`src/hw/rtl/vg3_pkg.sv`:
```
// vg3_pkg: shared types, constants and helper functions of the 3-D gradient block.
// Used by all design modules but vg3_checker; depends on nothing else.
`default_nettype none

package vg3_pkg;

   // default store dimensions
   localparam int MAX_X_DEF = 128;
   localparam int MAX_Y_DEF = 128;
   localparam int MAX_Z_DEF = 128;

   // field widths
   localparam int SAMPLE_W    = 16;
   localparam int SIZE_W      = 8;
   localparam int INV_W       = 24;
   localparam int CFG_INDEX_W = 3;
   localparam int CFG_DATA_W  = 24;
   localparam int POS_W       = 7;
   localparam int GRAD_W      = 36;
   localparam int DIFF_W      = SAMPLE_W + 1;
   localparam int PROD_W      = DIFF_W + INV_W + 1;

   // result queue depth, also the number of results allowed in flight or queued
   localparam int QDEPTH = 8;

   // register reset values
   localparam logic [SIZE_W-1:0] SIZE_RESET = 8'd128;
   localparam logic [INV_W-1:0]  INV_RESET  = 24'd65536;

   // command codes
   localparam logic CMD_SAMPLE = 1'b0;
   localparam logic CMD_DRAIN  = 1'b1;

   typedef enum logic [CFG_INDEX_W-1:0] {
      REG_SIZE_X        = 3'd0,
      REG_SIZE_Y        = 3'd1,
      REG_SIZE_Z        = 3'd2,
      REG_INV_SPACING_X = 3'd3,
      REG_INV_SPACING_Y = 3'd4,
      REG_INV_SPACING_Z = 3'd5
   } reg_index_type;

   typedef struct packed {
      logic [INV_W-1:0] inv_x;
      logic [INV_W-1:0] inv_y;
      logic [INV_W-1:0] inv_z;
   } cfg_inv_type;

   // one classified request with its store reads, front to back
   typedef struct packed {
      logic                valid;
      logic                samp_mode;
      logic                c_zero;
      logic                half_x;
      logic                half_y;
      logic [SAMPLE_W-1:0] smp;
      logic [POS_W-1:0]    pos_x;
      logic [POS_W-1:0]    pos_y;
      logic [POS_W-1:0]    pos_z;
      logic                last;
      logic [SAMPLE_W-1:0] rd_xp;
      logic [SAMPLE_W-1:0] rd_xm;
      logic [SAMPLE_W-1:0] rd_yp;
      logic [SAMPLE_W-1:0] rd_ym;
      logic [SAMPLE_W-1:0] rd_cc;
      logic [SAMPLE_W-1:0] rd_cm;
   } front_out_type;

   typedef struct packed {
      logic signed [GRAD_W-1:0] grad_x;
      logic signed [GRAD_W-1:0] grad_y;
      logic signed [GRAD_W-1:0] grad_z;
      logic [POS_W-1:0]         pos_x;
      logic [POS_W-1:0]         pos_y;
      logic [POS_W-1:0]         pos_z;
      logic                     volume_end;
   } result_type;

   // clamp a size register to 2..max
   function automatic int eff_size(input logic [SIZE_W-1:0] v, input int max);
      int r;
      if (int'(v) < 2) begin
         r = 2;
      end else if (int'(v) > max) begin
         r = max;
      end else begin
         r = int'(v);
      end
      return r;
   endfunction

   // drop to 8 fraction bits (floor; halved if half), then saturate to GRAD_W bits
   function automatic logic signed [GRAD_W-1:0] scale(input logic signed [PROD_W-1:0] p,
                                                      input logic half);
      logic signed [PROD_W-1:0] q;
      logic signed [PROD_W-1:0] hi;
      logic signed [PROD_W-1:0] lo;
      hi = PROD_W'(64'sd34359738367);
      lo = PROD_W'(-64'sd34359738368);
      q  = half ? (p >>> 9) : (p >>> 8);
      if (q > hi) begin
         q = hi;
      end else if (q < lo) begin
         q = lo;
      end
      return q[GRAD_W-1:0];
   endfunction

endpackage

`default_nettype wire

```
`src/hw/rtl/vg3_back.sv`:
```
// vg3_back: differences, scaling by reciprocal spacing, floor and saturation.
// Two register stages; depends on vg3_pkg.
`default_nettype none

module vg3_back import vg3_pkg::*; (
   input  wire logic          clock,
   input  wire logic          reset,
   input  front_out_type      front_out,
   input  cfg_inv_type        cfg_inv,
   output logic               res_valid,
   output result_type         res
);

   logic                     a_valid_ff;
   logic signed [DIFF_W-1:0] dx_ff, dy_ff, dz_ff;
   logic                     hx_a_ff, hy_a_ff, hz_a_ff;
   logic [POS_W-1:0]         px_a_ff, py_a_ff, pz_a_ff;
   logic                     last_a_ff;

   logic signed [DIFF_W-1:0] dx_in, dy_in, dz_in;
   logic [SAMPLE_W-1:0]      zref;

   logic                     b_valid_ff;
   logic signed [PROD_W-1:0] prx_ff, pry_ff, prz_ff;
   logic                     hx_b_ff, hy_b_ff, hz_b_ff;
   logic [POS_W-1:0]         px_b_ff, py_b_ff, pz_b_ff;
   logic                     last_b_ff;

   // form the three differences
   always_comb begin
      zref  = front_out.c_zero ? front_out.rd_cc : front_out.rd_cm;
      dx_in = $signed({1'b0, front_out.rd_xp}) - $signed({1'b0, front_out.rd_xm});
      dy_in = $signed({1'b0, front_out.rd_yp}) - $signed({1'b0, front_out.rd_ym});
      if (front_out.samp_mode) begin
         dz_in = $signed({1'b0, front_out.smp}) - $signed({1'b0, zref});
      end else begin
         dz_in = $signed({1'b0, front_out.rd_cc}) - $signed({1'b0, front_out.rd_cm});
      end
   end

   always_ff @(posedge clock) begin
      if (reset) begin
         a_valid_ff <= 1'b0;
      end else begin
         a_valid_ff <= front_out.valid;
      end
      dx_ff     <= dx_in;
      dy_ff     <= dy_in;
      dz_ff     <= dz_in;
      hx_a_ff   <= front_out.half_x;
      hy_a_ff   <= front_out.half_y;
      hz_a_ff   <= front_out.samp_mode & ~front_out.c_zero;
      px_a_ff   <= front_out.pos_x;
      py_a_ff   <= front_out.pos_y;
      pz_a_ff   <= front_out.pos_z;
      last_a_ff <= front_out.last;
   end

   // multiply by the reciprocal spacing of each axis
   always_ff @(posedge clock) begin
      if (reset) begin
         b_valid_ff <= 1'b0;
      end else begin
         b_valid_ff <= a_valid_ff;
      end
      prx_ff    <= dx_ff * $signed({1'b0, cfg_inv.inv_x});
      pry_ff    <= dy_ff * $signed({1'b0, cfg_inv.inv_y});
      prz_ff    <= dz_ff * $signed({1'b0, cfg_inv.inv_z});
      hx_b_ff   <= hx_a_ff;
      hy_b_ff   <= hy_a_ff;
      hz_b_ff   <= hz_a_ff;
      px_b_ff   <= px_a_ff;
      py_b_ff   <= py_a_ff;
      pz_b_ff   <= pz_a_ff;
      last_b_ff <= last_a_ff;
   end

   // drop fraction bits and saturate
   always_comb begin
      res_valid      = b_valid_ff;
      res.grad_x     = scale(prx_ff, hx_b_ff);
      res.grad_y     = scale(pry_ff, hy_b_ff);
      res.grad_z     = scale(prz_ff, hz_b_ff);
      res.pos_x      = px_b_ff;
      res.pos_y      = py_b_ff;
      res.pos_z      = pz_b_ff;
      res.volume_end = last_b_ff;
   end

endmodule

`default_nettype wire

```
`config.mk`:
```
export PLATFORM = sky130hd
export DESIGN_NAME = vg3_back
export DESIGN_NICKNAME = d
export VERILOG_FILES = /design/src/hw/rtl/vg3_pkg.sv /design/src/hw/rtl/vg3_back.sv
export SDC_FILE = /design/constraint.sdc
export NUM_CORES = 2
export LEC_CHECK = 0
export ABC_AREA = 1
export BUFFER_PORTS_ARGS = -buffer_cell sky130_fd_sc_hd__buf_2
export CORE_AREA = 2 2 330 397
export CTS_CLUSTER_SIZE = 16
export DETAILED_ROUTE_END_ITERATION = 8
export DIE_AREA = 0 0 332 399
export PLACE_DENSITY = 0.61
export REMOVE_ABC_BUFFERS = 1
export SYNTH_ARGS = -nofsm -noshare
export SYNTH_HDL_FRONTEND = slang
export SYNTH_SLANG_ARGS = --single-unit
```
`constraint.sdc`:
```
create_clock -name clock -period 10.8 [get_ports clock]
set_clock_uncertainty 0.1 [all_clocks]
set_input_delay 1.62 -clock clock [delete_from_list [all_inputs] [get_ports clock]]
set_output_delay 1.62 -clock clock [all_outputs]
set_load 0.03 [all_outputs]
```
==> key figures <==
Synthesis
  – Post-synthesis sequential area ratio: 0.08027
  – Top FF cell, synth: dfxtp_1
  – Post-Synth Adder-Cell Area: 0.5038
  – Synth Warn #: 0
  – Post-Synth Simple-Gate Area: 0.1726
  – Synthesized flop and latch total: 205
  – Top cells by area, synth: fa_1 (39%), inv_1 (15%), nand2_1 (13%), ha_1 (12%), dfxtp_1 (8.0%)
  – Synth top area share: 0.3869
  – Post-synth EDFFs: 0
  – XOR/XNOR Fraction of Synth Area: 0.01816
  – Largest family of logic cells by synthesized area: adder cells
  – Synthesized area: 51,130 um^2
  – Cells after Synth: 6,830
  – Fraction of synthesized area in multiplexers: 0.001052
  – Avg Inst Size Synth: 7.486 um^2
  – Post-synth ARST share: 0
  – Post-synth top area cell: fa_1
  – Post-synthesis compound-gate area fraction: 0.05685
  – Post-synth cell types: 43

GRT
  – Vias in the first global route: 45.65k
  – Initial antenna violation count: 9
  – Global-route wire length before repair: 237,100 um
  – GRT busiest layer: met2
  – Gr usage total: 0.2253
  – GR Layer Usage met2: 0.4161
  – Met3 Track Usage GR: 0.03077
  – Met1 usage: 0.2610
  – Largest net degree at the start of global routing: 66
  – Grt ovf: 0

Layout
  – Layout Nets: 8,631
  – Share of layout cells above drive strength 1: 0.06888
  – Filler Cells Inserted: 13.34k
  – Area added between synthesis and finish: 7.635%

Setup path
  – CP required: 11,150 ps
  – WP data arrival: 7130 ps
  – Worst R2R Path Depth: 20
  – Critical Path Source Type: input port
  – Critical path type: input port to register
  – Critical path endpoint category: register
  – Worst-path maximum fanout: 17

Clock network
  – TritonCTS clock tree: yes
  – Hold buffers post-CTS: 0
  – CTS Buf Count: 26
  – Clk sinks: 205
  – Worst-path clk slew: 60 ps
  – Worst-skew pair later-pin latency: 630 ps
  – Clock Path Buffers: 3
  – Root Driver: clkbuf_16
  – Postcts setup bufs: 0
  – H-tree Lvls: 1
  – Cts repair resizes: 0

Drt
  – Drt drc: 0
  – Drt initial violations: 2,081
  – Via count: 41.98k
  – First-pass iteration count of the detailed router: 6
  – Via/cell ratio: 4.853
  – DRT antenna net count: 0
  – WL/cell: 16.68 um
  – Final WL: 144,200 um

STA
  – Final-report setup violation count: 0
  – Setup TNS: 0 ps
  – Pins Over Slew Limit: 0
  – Fmax: 0.1476 GHz
  – Slew headroom: 0.1532
  – Final Worst Setup Slack: 4024 ps
  – Worst Tran Pin Value: 1268 ps
  – Fin crit share: 0.6274
  – Final hold vios: 0
  – Min Tclk post-route: 6776 ps
  – RSZ-0062 raised after global routing: false

Die
  – CORE AREA: 128,300 um^2
  – Top Ports: 344
  – Die H: 399 um
  – Die X: 332 um
  – # rows: 144
  – Starting density of the core: 0.3986
  – Die ar.: 132,500 um^2

Placed design
  – Post-DP HPWL: 117,300 um
  – PortBufs: 343
  – Final Wtd Congestion: 0.9158
  – Post-Place Worst Slack: 3446 ps

Run status
  – Status: completed

Worst hold path
  – WHS Path Cells: 0
  – Worst hold path type: register to register

Job
  – MaxCap Viol Count: 0
[sequential cells by signal, summed over array words and instances (netlist names), 7 cells and up]
signal	cells
pry_ff	34
dy_ff	17
py_a_ff	7
pz_b_ff	7
prx_ff	34
pz_a_ff	7
px_a_ff	7
px_b_ff	7
dx_ff	17
dz_ff	17
py_b_ff	7
prz_ff	34
[per-stage QoR]
step | cell area, um^2 | instances | util | hold slack [ps]
2_1_floorplan | 50050 | 6549 | - | 209.6
3_3_place_gp | 54110 | 8603 | 0.4218 | 210.0
3_5_place_dp | 54110 | 8603 | 0.4218 | 212.1
4_1_cts | 55030 | 8648 | 0.4289 | 227.2
5_1_grt | 55030 | 8648 | 0.4289 | 232.2
6_report | 55030 | 8650 | 0.4290 | 224.7
[final timing paths]
path | from | endpoint | slack, ps
setup / recovery | cfg_inv[14] | prz_ff[21]$_DFF_P_ | 4020
hold reg to reg | px_a_ff[0]$_DFF_P_ | px_b_ff[0]$_DFF_P_ | 220
hold / removal | px_a_ff[0]$_DFF_P_ | px_b_ff[0]$_DFF_P_ | 220
setup reg to reg | dx_ff[3]$_DFF_P_ | prx_ff[34]$_DFF_P_ | 4270
[synthesized netlist by cell type (22+ instances only)]
cell      instances
fa_1            988
inv_1          1989
nor3_1           32
o21ai_0         161
nand4_1          22
nand2_2          22
nand3_1          93
a21o_1           24
nand2_1        1719
nor2_1          305
dfxtp_1         205
a21oi_1         271
or2_2            25
xor2_1           82
clkbuf_1        273
xnor2_1          24
ha_1            478
[metal layers]
metal	up-vias	routed length, um
met4	10	6561
met3	339	8162
met2	1203	73040
li1	19800	-
met5	-	59
met1	20630	56420
[critical path, cell delays in order]
cell and delay, ps:
buf_2 360, nand2_1 150, fa_1 560, inv_1 60
fa_1 530, inv_1 50, fa_1 490, inv_1 60
fa_1 500, fa_1 490, inv_1 50, fa_1 470
inv_1 40, ha_1 330, a21oi_1 190, a21boi_0 300
nor2_1 70, nor2_1 160, nand3_1 230, xor2_1 390
[kinds of logic after synthesis]
group / after synthesis
buffers and inverters: 2271
AND/OR/NAND/NOR: 2241
adder cells (fa/ha/maj): 1466
XOR/XNOR: 106
AO/OA/AOI/OAI: 536
flip-flops: 205
multiplexers: 5
[placed cells by master (no fill, tap or decap), types with 24 or more instances in the layout]
master,instances
inv_1,1989
nand2_1,1719
fa_1,988
ha_1,478
buf_2,343
nor2_1,305
a21oi_1,271
dfxtp_1,202
o21ai_0,161
nand3_1,93
xor2_1,82
nor3_1,32
buf_4,32
clkbuf_16,26
or2_2,25
a21o_1,24
xnor2_1,24
[cell type report]
cell class | instances | area [um^2] | share of cell area
diodes | 2 | 5.005 | 0.00009094
inverters | 1990 | 7470 | 0.1357
clock buffers | 32 | 703.2 | 0.01278
multi-input cells | 4354 | 38470 | 0.6991
clock inverters | 13 | 215.2 | 0.003911
well taps | 1679 | 2101 | 0.03817
flip-flops and latches | 205 | 4108 | 0.07464
repair buffers | 375 | 1957 | 0.03556
Power is left out: the tool's default activity adds up to more than one toggle a clock period on the data nets, which glitch-free logic cannot reach.
