$ cat config.mk
export PLATFORM = sky130hd
export DESIGN_NAME = vg3_queue
export DESIGN_NICKNAME = d
export VERILOG_FILES = /design/src/hw/rtl/vg3_pkg.sv /design/src/hw/rtl/vg3_queue.sv
export SDC_FILE = /design/constraint.sdc
export NUM_CORES = 1
export LEC_CHECK = 0
export BUFFER_PORTS_ARGS = -buffer_cell sky130_fd_sc_hd__buf_2
export CAP_MARGIN = 10
export CORE_MARGIN = 8
export CORE_UTILIZATION = 40
export CTS_BUF_LIST = sky130_fd_sc_hd__clkbuf_4 sky130_fd_sc_hd__clkbuf_8
export DETAILED_ROUTE_END_ITERATION = 8
export REMOVE_ABC_BUFFERS = 1
export SLEW_MARGIN = 20
export SYNTH_ARGS = -nofsm -noshare
export SYNTH_HDL_FRONTEND = slang
export SYNTH_SLANG_ARGS = --single-unit
$ cat constraint.sdc
create_clock -name clock -period 23.9 [get_ports clock]
set_input_delay 4.78 -clock clock [delete_from_list [all_inputs] [get_ports clock]]
set_output_delay 4.78 -clock clock [all_outputs]
set_load 0.1 [all_outputs]
$ cat src/hw/rtl/vg3_pkg.sv
// vg3_pkg: shared types, constants and helper functions of the 3-D gradient block.
// Used by all design modules but vg3_checker; depends on nothing else.
`default_nettype none

package vg3_pkg;

   // default store dimensions
   localparam int MAX_X_DEF = 128;
   localparam int MAX_Y_DEF = 128;
   localparam int MAX_Z_DEF = 128;

   // field widths
   localparam int SAMPLE_W    = 16;
   localparam int SIZE_W      = 8;
   localparam int INV_W       = 24;
   localparam int CFG_INDEX_W = 3;
   localparam int CFG_DATA_W  = 24;
   localparam int POS_W       = 7;
   localparam int GRAD_W      = 36;
   localparam int DIFF_W      = SAMPLE_W + 1;
   localparam int PROD_W      = DIFF_W + INV_W + 1;

   // result queue depth, also the number of results allowed in flight or queued
   localparam int QDEPTH = 8;

   // register reset values
   localparam logic [SIZE_W-1:0] SIZE_RESET = 8'd128;
   localparam logic [INV_W-1:0]  INV_RESET  = 24'd65536;

   // command codes
   localparam logic CMD_SAMPLE = 1'b0;
   localparam logic CMD_DRAIN  = 1'b1;

   typedef enum logic [CFG_INDEX_W-1:0] {
      REG_SIZE_X        = 3'd0,
      REG_SIZE_Y        = 3'd1,
      REG_SIZE_Z        = 3'd2,
      REG_INV_SPACING_X = 3'd3,
      REG_INV_SPACING_Y = 3'd4,
      REG_INV_SPACING_Z = 3'd5
   } reg_index_type;

   typedef struct packed {
      logic [INV_W-1:0] inv_x;
      logic [INV_W-1:0] inv_y;
      logic [INV_W-1:0] inv_z;
   } cfg_inv_type;

   // one classified request with its store reads, front to back
   typedef struct packed {
      logic                valid;
      logic                samp_mode;
      logic                c_zero;
      logic                half_x;
      logic                half_y;
      logic [SAMPLE_W-1:0] smp;
      logic [POS_W-1:0]    pos_x;
      logic [POS_W-1:0]    pos_y;
      logic [POS_W-1:0]    pos_z;
      logic                last;
      logic [SAMPLE_W-1:0] rd_xp;
      logic [SAMPLE_W-1:0] rd_xm;
      logic [SAMPLE_W-1:0] rd_yp;
      logic [SAMPLE_W-1:0] rd_ym;
      logic [SAMPLE_W-1:0] rd_cc;
      logic [SAMPLE_W-1:0] rd_cm;
   } front_out_type;

   typedef struct packed {
      logic signed [GRAD_W-1:0] grad_x;
      logic signed [GRAD_W-1:0] grad_y;
      logic signed [GRAD_W-1:0] grad_z;
      logic [POS_W-1:0]         pos_x;
      logic [POS_W-1:0]         pos_y;
      logic [POS_W-1:0]         pos_z;
      logic                     volume_end;
   } result_type;

   // clamp a size register to 2..max
   function automatic int eff_size(input logic [SIZE_W-1:0] v, input int max);
      int r;
      if (int'(v) < 2) begin
         r = 2;
      end else if (int'(v) > max) begin
         r = max;
      end else begin
         r = int'(v);
      end
      return r;
   endfunction

   // drop to 8 fraction bits (floor; halved if half), then saturate to GRAD_W bits
   function automatic logic signed [GRAD_W-1:0] scale(input logic signed [PROD_W-1:0] p,
                                                      input logic half);
      logic signed [PROD_W-1:0] q;
      logic signed [PROD_W-1:0] hi;
      logic signed [PROD_W-1:0] lo;
      hi = PROD_W'(64'sd34359738367);
      lo = PROD_W'(-64'sd34359738368);
      q  = half ? (p >>> 9) : (p >>> 8);
      if (q > hi) begin
         q = hi;
      end else if (q < lo) begin
         q = lo;
      end
      return q[GRAD_W-1:0];
   endfunction

endpackage

`default_nettype wire

$ cat src/hw/rtl/vg3_queue.sv
// vg3_queue: short result queue between the arithmetic and the response port.
// Depends on vg3_pkg; never overflows since the front limits results in flight.
`default_nettype none

module vg3_queue import vg3_pkg::*; (
   input  wire logic   clock,
   input  wire logic   reset,
   input  wire logic   push,
   input  result_type  push_data,
   input  wire logic   pop,
   output logic        out_valid,
   output result_type  out_data
);

   localparam int PW = $clog2(QDEPTH);
   localparam int CW = $clog2(QDEPTH + 1);

   result_type     slot_ff [QDEPTH];
   logic [PW-1:0]  wr_ff, rd_ff;
   logic [CW-1:0]  count_ff;

   assign out_valid = (count_ff != '0);
   assign out_data  = slot_ff[rd_ff];

   // store pushed results
   always_ff @(posedge clock) begin
      if (push) begin
         slot_ff[wr_ff] <= push_data;
      end
   end

   // advance pointers and occupancy
   always_ff @(posedge clock) begin
      if (reset) begin
         wr_ff    <= '0;
         rd_ff    <= '0;
         count_ff <= '0;
      end else begin
         if (push) begin
            wr_ff <= (wr_ff == PW'(QDEPTH - 1)) ? '0 : wr_ff + PW'(1);
         end
         if (pop) begin
            rd_ff <= (rd_ff == PW'(QDEPTH - 1)) ? '0 : rd_ff + PW'(1);
         end
         count_ff <= count_ff + CW'(push) - CW'(pop);
      end
   end

endmodule

`default_nettype wire

==> results of run 1 <==
[power by group]
part / internal, mW / switching [mW] / leakage [nW]
logic: 0.113 / 0.335 / 3.41
registers: 2.07 / 0.0132 / 9.56
clock network: 0.864 / 0.691 / 1.84
[worst min-delay path, cell delays in order, from the launching register on]
cell and delay [ns]:
dfxtp_1 0.32, nand2_1 0.07, a21oi_1 0.07
[logic make-up after synthesis]
logic type / Yosys count / share of synthesized area
mux: 392 / 0.189
flops: 1053 / 0.787
xor+xnor: 1 / 0.000219
simple gates: 30 / 0.00379
fa+ha+maj: 10 / 0.00332
compound gates: 7 / 0.000970
buf+inv: 80 / 0.0156
[per-layer routing]
| layer | vias to the layer above | wire, um | share of wire |
|---|---|---|---|
| li1 | 7676 | - | - |
| met1 | 9468 | 36200 | 0.42 |
| met2 | 468 | 42300 | 0.49 |
| met3 | 170 | 5670 | 0.066 |
| met4 | 26 | 1770 | 0.021 |
| met5 | - | 172 | 0.0020 |
[layout by cell type, fill, tap and decap left out, drive strengths merged, types with 5 or more instances in the layout]
master / Yosys / final
clkinv: 0 / 54
mux4: 260 / 260
buf: 44 / 297
dfxtp: 13 / 13
clkbuf: 29 / 243
ha: 9 / 9
a21oi: 5 / 5
bufinv: 0 / 6
mux2: 130 / 130
nor2: 11 / 11
inv: 7 / 13
edfxtp: 1040 / 1040
nand2b: 6 / 6
diode: 0 / 14
[flip-flops by register name, indices dropped and copies added (netlist names), named ones only]
signal    flops
count_ff      4
wr_ff         3
slot_ff    1040
rd_ff         3
[cell type report]
type | instances | area (um^2)
antenna | 14 | 35.0
clock buffer | 243 | 2950
clock inverter | 69 | 513
fill | 8235 | 53400
inverter | 7 | 26.3
multi-input combinational | 440 | 7940
sequential | 1053 | 31500
tap | 1298 | 1620
timing repair buffer | 297 | 1610
[worst paths after layout]
check | from | to | depth (start not counted)
min reg2reg | rd_ff[1] | rd_ff[1] | 2
max | flip-flop | out_data[63] | 6
max reg2reg | wr_ff[0] | slot_ff[2][31] | 4
min | rd_ff[1] | rd_ff[1] | 2
[through the flow]
| stage | area [um^2] | power [mW] | instances | hold slack, ns |
|---|---|---|---|---|
| detailed placement | 42700 | 2.58 | 3094 | 0.502 |
| floorplan | 39400 | 2.50 | 1500 | 0.449 |
| finish | 46200 | 4.09 | 3421 | 0.515 |
| CTS | 46100 | 4.14 | 3406 | 0.510 |
| global placement | 42700 | 2.57 | 3094 | 0.478 |
| global route | 46200 | 4.23 | 3409 | 0.547 |
==> results.tsv, run 1 <==
stage	metric	value	unit
clock_network	CTS Hold Buffers Added	0	
logic_synthesis	Async SR Flop Fraction	0	
sta	Slew Viols, Final	0	
global_route	initial antenna violation count	27	
global_route	vias in the first global route	19500	
critical_path	family with the most delay on the worst path	buffers and inverters	
power	leakage	14.8	nW
drt	initial drt markers	1093	
die	die height	332	um
global_route	met1 Use GR	0.197	
logic_synthesis	Mean Syn Cell Area	25.4	um^2
global_route	busiest layer in global routing	met2	
clock_network	clock root buffer	clkbuf_8	
place	GPL Wtd Cong	0.691	
sta	post-route clock period utilization	0.396	
logic_synthesis	sequential share of the synthesized area	0.787	
run	maxcap violations	0	
logic_synthesis	flops & latches, synth	1053	
finish	Area Overhead vs Synth	15.5	%
sta	skew final	0.0208	ns
finish	final core utilization	0.464	
global_route	Congestion Overflow GR	0	
power	maximum vdd drop	0.0589	mV
finish	share of cells above drive strength 1	0.438	
critical_path	Crit path buffers/inverters	4	
logic_synthesis	top cells by area, synth	edfxtp_1 (78%), mux4_2 (11%), mux4_1 (3.7%), mux2_2 (3.7%), buf_12 (0.80%)	
power	Cell Pwr Density	88.4	mW/mm^2
place	post-place setup slack	15.16	ns
critical_path	cell chain of the critical path	buf_12 -> buf_16 -> buf_4 -> mux4_1 -> mux2_2 -> buf_2	
critical_path	crit-path max FO	80	
outcome	outcome	complete, no violations	
critical_path	CP Capture Type	primary output	
die	core area	0.0996	mm^2
drt	via count	17800	
critical_path	flop-to-flop setup slack	20.63	ns
sta	setup_tns	0	ns
global_route	met3 global-route usage	0.0478	
drt	# DRC	0	
die	Core Rows	116	
logic_synthesis	Netlist cell types	26	
drt	TritonRoute pass-1 iters	5	
clock_network	clk slew on worst S/H paths	0.06	ns
global_route	largest net degree at the start of global routing	147	
place	DP Wirelength	46.4	mm
critical_path	Crit-path slowest cell	buf_4	
critical_path	data required time of the worst path	19.12	ns
sta	Hold Violations, Final	0	
clock_network	TritonCTS clock tree	done	
logic_synthesis	most common cell in the netlist	edfxtp_1	
clock_network	Resize count post-CTS	0	
finish	NumNets Final	2117	
clock_network	Clock Latency Late Sink	0.79	ns
global_route	Tot GR Track Use	0.153	
sta	final worst slack	14.43	ns
sta	RSZ-0062 raised after global routing	no	
drt	via density per instance	5.21	
sta	final setup violation count	0	
drt	Routed WL	86.1	mm
clock_network	H-Tree Depth	4	
die	starting density of the core	0.402	
logic_synthesis	yosys synthesis warning count	0	
global_route	first-pass GRT wire length	126	mm
clock_network	clock sinks	1053	
sta	Tmin final	9.47	ns
critical_path	critical path startpoint category	flip-flop	
logic_synthesis	leading area contributor after synthesis	edfxtp_1	
sta	Tightest Pin Transition	1.19	ns
clock_network	Max Buffers Root-to-Sink	3	
min_path	Hold Crit Class	flip-flop to flip-flop	
clock_network	total CTS buffers	174	
logic_synthesis	most frequent cells after synthesis	edfxtp_1 (1040), mux4_2 (204), mux2_2 (130)	
critical_path	critical path class	flip-flop to primary output	
drt	Routed Antenna Nets	0	
clock_network	# Post-CTS Setup Buffers	0	
logic_synthesis	Mapped Area	0.0400	mm^2
drt	Avg WL per Cell	25.2	um
global_route	M2 GR Usage	0.250	
critical_path	delay of the slowest cell on the worst path	0.84	ns
logic_synthesis	Synth top area share	0.781	
sta	fmax	106	MHz
die	IO Pins	265	
die	Die Area	0.110	mm^2
logic_synthesis	Post-synth EDFFs	1040	
die	Die W	332	um
place	PortBufs	264	
sta	Worst slew margin	0.209	
logic_synthesis	Syn Inst Count	1573	
logic_synthesis	Most used DFF post-synth	edfxtp_1	
critical_path	Arr. time, crit path	4.69	ns
Power figures use the tool's default switching activity.
==> inputs of run 2 (changes only) <==
- ABC_AREA: not set -> 1
- clock period: 23.9 -> 8.8 ns (I/O delays scaled with it)
==> run 2 against run 1 <==
- global-route usage up 1.8 points
- final cell count up 90%
- wire length up 27%
- via count up 67%
- clock skew up 0.013 ns
- clock power rose to 2.7 times the previous value
- critical path depth up 2
- first-iteration DRC count up 80%
- critical endpoint is now out_data[21]
==> results.tsv, run 2 <==
stage	metric	value	unit
finish	commonest non-fill, non-tap cell in the layout	nand2_1	
critical_path	CP Capture Type	primary output	
clock_network	clock root buffer	clkbuf_8	
place	PortBufs	264	
drt	via density per instance	4.57	
die	die height	355	um
drt	Routed Antenna Nets	0	
logic_synthesis	yosys synthesis warning count	0	
logic_synthesis	sequential share of the synthesized area	0.683	
finish	share of cells above drive strength 1	0.117	
sta	fmax	158	MHz
sta	Tightest Pin Transition	1.39	ns
global_route	vias in the first global route	29200	
finish	design area	0.0518	mm^2
finish	Biggest register	slot_ff	
clock_network	CTS Hold Buffers Added	0	
logic_synthesis	Post-synth EDFFs	1040	
sta	final worst slack	2.49	ns
clock_network	total CTS buffers	180	
clock_network	Resize count post-CTS	0	
clock_network	clock sinks	1053	
logic_synthesis	Async SR Flop Fraction	0	
critical_path	crit-path most repeated cell	nand2_1	
sta	Hold Violations, Final	0	
logic_synthesis	Compound-Gate Fraction of Synth Area	0.00103	
place	DP Wirelength	54.3	mm
finish	NumNets Final	5002	
drt	Routed WL	110	mm
clock_network	Max Buffers Root-to-Sink	3	
drt	initial drt markers	1968	
die	starting density of the core	0.403	
clock_network	Clock Latency Late Sink	0.83	ns
critical_path	critical path class	flip-flop to primary output	
logic_synthesis	mux share of post-synthesis cell area	0	
logic_synthesis	Post-Synth XOR/XNOR Area	0.000190	
outcome	outcome	complete, no violations	
sta	skew final	0.0340	ns
power	maximum vdd drop	0.216	mV
die	IO Pins	265	
critical_path	critical path startpoint category	flip-flop	
power	Cell Pwr Density	225	mW/mm^2
global_route	first-pass GRT wire length	168	mm
sta	post-route clock period utilization	0.717	
critical_path	crit-path max FO	89	
clock_network	# Post-CTS Setup Buffers	0	
sta	Worst slew margin	0.0737	
logic_synthesis	most common cell in the netlist	nand2_1	
clock_network	TritonCTS clock tree	done	
finish	register area	0.0315	mm^2
sta	final setup violation count	0	
die	core area	0.114	mm^2
power	leakage	23.8	nW
place	GPL Wtd Cong	0.719	
clock_network	H-Tree Depth	4	
drt	# DRC	0	
logic_synthesis	Mean Syn Cell Area	10.1	um^2
power	Tot Pwr	11.7	mW
logic_synthesis	Netlist cell types	21	
finish	max reg flops	1040	
run	maxcap violations	0	
global_route	initial antenna violation count	28	
critical_path	Crit path buffers/inverters	3	
finish	area of the multi-input gates	0.00933	mm^2
finish	most frequent cells in the layout	nand2_1 (1704), inv_1 (1056), edfxtp_1 (1040)	
finish	Area Overhead vs Synth	12.5	%
place	post-place setup slack	3.28	ns
finish	fillers	10600	
sta	Slew Viols, Final	0	
logic_synthesis	Most used DFF post-synth	edfxtp_1	
global_route	largest net degree at the start of global routing	293	
logic_synthesis	Mapped Area	0.0461	mm^2
place	dpl cell area	0.0484	mm^2
drt	TritonRoute pass-1 iters	5	
global_route	Tot GR Track Use	0.171	
logic_synthesis	leading area contributor after synthesis	edfxtp_1	
logic_synthesis	top cells by area, synth	edfxtp_1 (68%), nand2_1 (14%), inv_1 (8.6%), nand3_1 (5.7%), buf_2 (1.2%)	
die	Core Rows	124	
die	Die Area	0.126	mm^2
min_path	Hold Crit Class	flip-flop to flip-flop	
critical_path	delay of the slowest cell on the worst path	0.99	ns
logic_synthesis	flops & latches, synth	1053	
critical_path	cell chain of the critical path	buf_4 -> buf_4 -> nand2_1 -> nand3_1 -> nand2_1 -> nand2_1 -> nand2_1 -> buf_2	
logic_synthesis	Synth Area in Simple Gates	0.197	
critical_path	Crit-path slowest cell	dfxtp_4	
sta	RSZ-0062 raised after global routing	no	
logic_synthesis	Synth top area share	0.678	
finish	biggest regs	slot_ff x1040, count_ff x4	
drt	via count	29800	
critical_path	data required time of the worst path	7.04	ns
logic_synthesis	most frequent cells after synthesis	nand2_1 (1704), inv_1 (1057), edfxtp_1 (1040)	
critical_path	family with the most delay on the worst path	buffers and inverters	
logic_synthesis	Synth Area in Adders	0.00288	
logic_synthesis	Syn Inst Count	4577	
critical_path	Arr. time, crit path	4.55	ns
sta	worst hold slack	0.505	ns
sta	Tmin final	6.31	ns
drt	Avg WL per Cell	16.8	um
global_route	Congestion Overflow GR	0	
die	Die W	355	um
clock_network	clk slew on worst S/H paths	0.06	ns
logic_synthesis	main combinational cell family by area after synthesis	simple AND/OR/NAND/NOR gates	
[run 2: worst reg2reg max path, stage by stage, from the launching register on]
cell and delay [ns]:
dfxtp_1 0.36, nand2_1 0.27, nor2_4 0.69, buf_12 0.63
[run 2: cell type report]
class | instances | share of cell area
repair buffers | 300 | 0.0324
flip-flops and latches | 1053 | 0.608
diodes | 14 | 0.000676
multi-input cells | 2264 | 0.180
well taps | 1512 | 0.0365
clock inverters | 65 | 0.00722
clock buffers | 247 | 0.0582
inverters | 1059 | 0.0773
[run 2: routing by layer]
metal | GRT usage | share of wire | vias up
met5 | 0 | 0.0010 | -
met4 | 0.0568 | 0.025 | 18
met3 | 0.0368 | 0.055 | 216
met2 | 0.287 | 0.48 | 651
met1 | 0.220 | 0.44 | 14100
li1 | - | - | 14800
[run 2: worst paths after layout]
path              from             end  slack [ns]  cells after the start
max          flip-flop    out_data[21]        2.49                      8
min           wr_ff[0]        wr_ff[0]        0.50                      2
max reg2reg   wr_ff[0]  slot_ff[1][50]        6.11                      3
min reg2reg   wr_ff[0]        wr_ff[0]        0.50                      2
[run 2: kinds of logic after synthesis]
group           after synthesis
flops                      1053
xor+xnor                      1
buf+inv                    1260
fa+ha+maj                    10
compound gates                9
simple gates               2244
[run 2: report_power, final]
| group | leakage [nW] | total [mW] | internal, mW | switching, mW |
|---|---|---|---|---|
| registers | 9.56 | 5.70 | 5.66 | 0.0430 |
| clock network | 1.79 | 4.18 | 2.24 | 1.94 |
| logic | 12.5 | 1.80 | 0.316 | 1.49 |
| total | 23.8 | 11.7 | 8.21 | 3.47 |
[run 2: through the flow]
step	instances	TNS, ns	util
CTS	6499	0	0.453
global placement	6187	0	0.423
floorplan	4376	-1488.11	-
global route	6505	0	0.453
finish	6514	0	0.453
detailed placement	6187	0	0.423
==> inputs of run 3 (changes only) <==
- clock period: 8.8 -> 5.7 ns (I/O delays scaled with it)
==> run 3 against run 2 <==
- register-to-register slack worse by 2.8 ns
- critical path depth stayed put
- global-route usage down 0.27 points
- sequential power up 54%
- combinational power up 56%
- count of clock-buffer cells in the layout is 3 lower
- flip-flop and latch count stayed put
- final cell count up 0.14%
- non-clock buffer count increased by 5
- die area unchanged
- largest power group unchanged
==> results.tsv, run 3 (same netlist as run 2, synthesis figures left out) <==
stage	metric	value	unit
drt	Routed WL	109	mm
place	DP Wirelength	53.9	mm
clock_network	Resize count post-CTS	0	
sta	fmax	213	MHz
clock_network	clock root buffer	clkbuf_8	
sta	Worst slew margin	0.319	
die	starting density of the core	0.403	
critical_path	CP Capture Type	primary output	
critical_path	crit-path max FO	194	
die	Die Area	0.126	mm^2
critical_path	Arr. time, crit path	3.56	ns
place	PortBufs	264	
global_route	met1 Use GR	0.214	
power	maximum vdd drop	0.231	mV
power	leakage	23.9	nW
finish	NumNets Final	5005	
global_route	initial antenna violation count	30	
critical_path	critical path class	flip-flop to primary output	
global_route	M2 GR Usage	0.284	
power	Cell Pwr Density	346	mW/mm^2
die	Die W	355	um
global_route	largest net degree at the start of global routing	195	
finish	most frequent cells in the layout	nand2_1 (1704), inv_1 (1056), edfxtp_1 (1040)	
global_route	busiest layer in global routing	met2	
global_route	met3 global-route usage	0.0366	
finish	fillers	10600	
die	die height	355	um
global_route	Tot GR Track Use	0.168	
sta	post-route clock period utilization	0.825	
clock_network	H-Tree Depth	4	
outcome	outcome	complete, no violations	
finish	biggest regs	slot_ff x1040, count_ff x4	
drt	initial drt markers	1938	
global_route	Congestion Overflow GR	0	
global_route	first-pass GRT wire length	166	mm
die	Core Rows	124	
clock_network	Max Buffers Root-to-Sink	3	
run	maxcap violations	0	
power	Tot Pwr	18.0	mW
die	IO Pins	265	
clock_network	CTS Hold Buffers Added	0	
die	core area	0.114	mm^2
drt	TritonRoute pass-1 iters	5	
drt	Routed Antenna Nets	0	
finish	final core utilization	0.455	
clock_network	clock sinks	1053	
sta	Hold Violations, Final	0	
drt	via density per instance	4.57	
finish	Biggest register	slot_ff	
critical_path	critical path startpoint category	flip-flop	
finish	max reg flops	1040	
drt	Avg WL per Cell	16.7	um
critical_path	data required time of the worst path	4.56	ns
finish	commonest non-fill, non-tap cell in the layout	nand2_1	
min_path	Hold Crit Class	flip-flop to flip-flop	
clock_network	clk slew on worst S/H paths	0.06	ns
sta	Tmin final	4.70	ns
finish	Area Overhead vs Synth	12.9	%
global_route	vias in the first global route	29100	
sta	Slew Viols, Final	0	
clock_network	TritonCTS clock tree	done	
finish	share of cells above drive strength 1	0.119	
place	GPL Wtd Cong	0.738	
sta	final setup violation count	0	
clock_network	# Post-CTS Setup Buffers	0	
clock_network	total CTS buffers	178	
sta	skew final	0.0317	ns
sta	Tightest Pin Transition	1.02	ns
sta	RSZ-0062 raised after global routing	no	
clock_network	Clock Latency Late Sink	0.83	ns
drt	# DRC	0	
drt	via count	29800	
run 3: cell types whose count changed in the layout (fill, tap and decap cells not counted), moves of 2 or more:
cell        change
buf_12         +16
buf_4           -9
clkinv_2        +8
diode_2         +7
clkinv_1        -6
clkbuf_4        -3
inv_6           -3
clkinv_8        -2
clkinvlp_4      +2
run 3: area by class of cell:
class,instances,area [um^2],share of cell area
Antenna cell,21,52.6,0.00101
Clock buffer,244,3000,0.0576
Clock inverter,65,359,0.00690
Inverter,1059,4010,0.0770
Multi-Input combinational cell,2264,9330,0.179
Sequential cell,1053,31500,0.605
Tap cell,1512,1890,0.0364
Timing Repair Buffer,305,1890,0.0364
run 3: per-stage QoR:
| step | setup WS, ns | setup TNS, ns | hold WS [ns] | area (um^2) | cells |
|---|---|---|---|---|---|
| 2_1_floorplan | -13.93 | -3447.32 | 0.454 | 44700 | 4376 |
| 3_3_place_gp | 1.84 | 0 | 0.477 | 48600 | 6193 |
| 3_5_place_dp | 1.87 | 0 | 0.495 | 48600 | 6193 |
| 4_1_cts | 0.820 | 0 | 0.425 | 52000 | 6502 |
| 5_1_grt | 0.733 | 0 | 0.485 | 52000 | 6513 |
| 6_report | 0.999 | 0 | 0.498 | 52000 | 6523 |
run 3: final timing paths:
kind	start	endpoint	slack, ns	cells past startpoint
setup / recovery	flip-flop	out_data[9]	1.0	8
hold / removal	rd_ff[1]	flip-flop	0.50	2
setup reg to reg	wr_ff[0]	slot_ff[4][2]	3.28	4
hold reg to reg	rd_ff[1]	flip-flop	0.50	2
run 3: power breakdown:
group          total (mW)  switching [mW]  leakage, nW  internal (mW)
combinational        2.81            2.31         12.6          0.499
sequential           8.78          0.0522         9.56           8.73
clock                6.44            3.00         1.77           3.43
run 3: layer usage:
metal  vias up  wire [um]
li1      14800          -
met4        16       2640
met3       204       6540
met2       712      52000
met1     14100      47400
met5         -        109
run 3: critical path, cell delays in order, from the launching register on:
cell and delay, ns:
dfxtp_4 0.46, inv_16 0.50, buf_4 0.81, nand2_1 0.11, nand3_1 0.10, nand2_1 0.07
nand2_1 0.06, nand2_1 0.10, buf_2 0.30
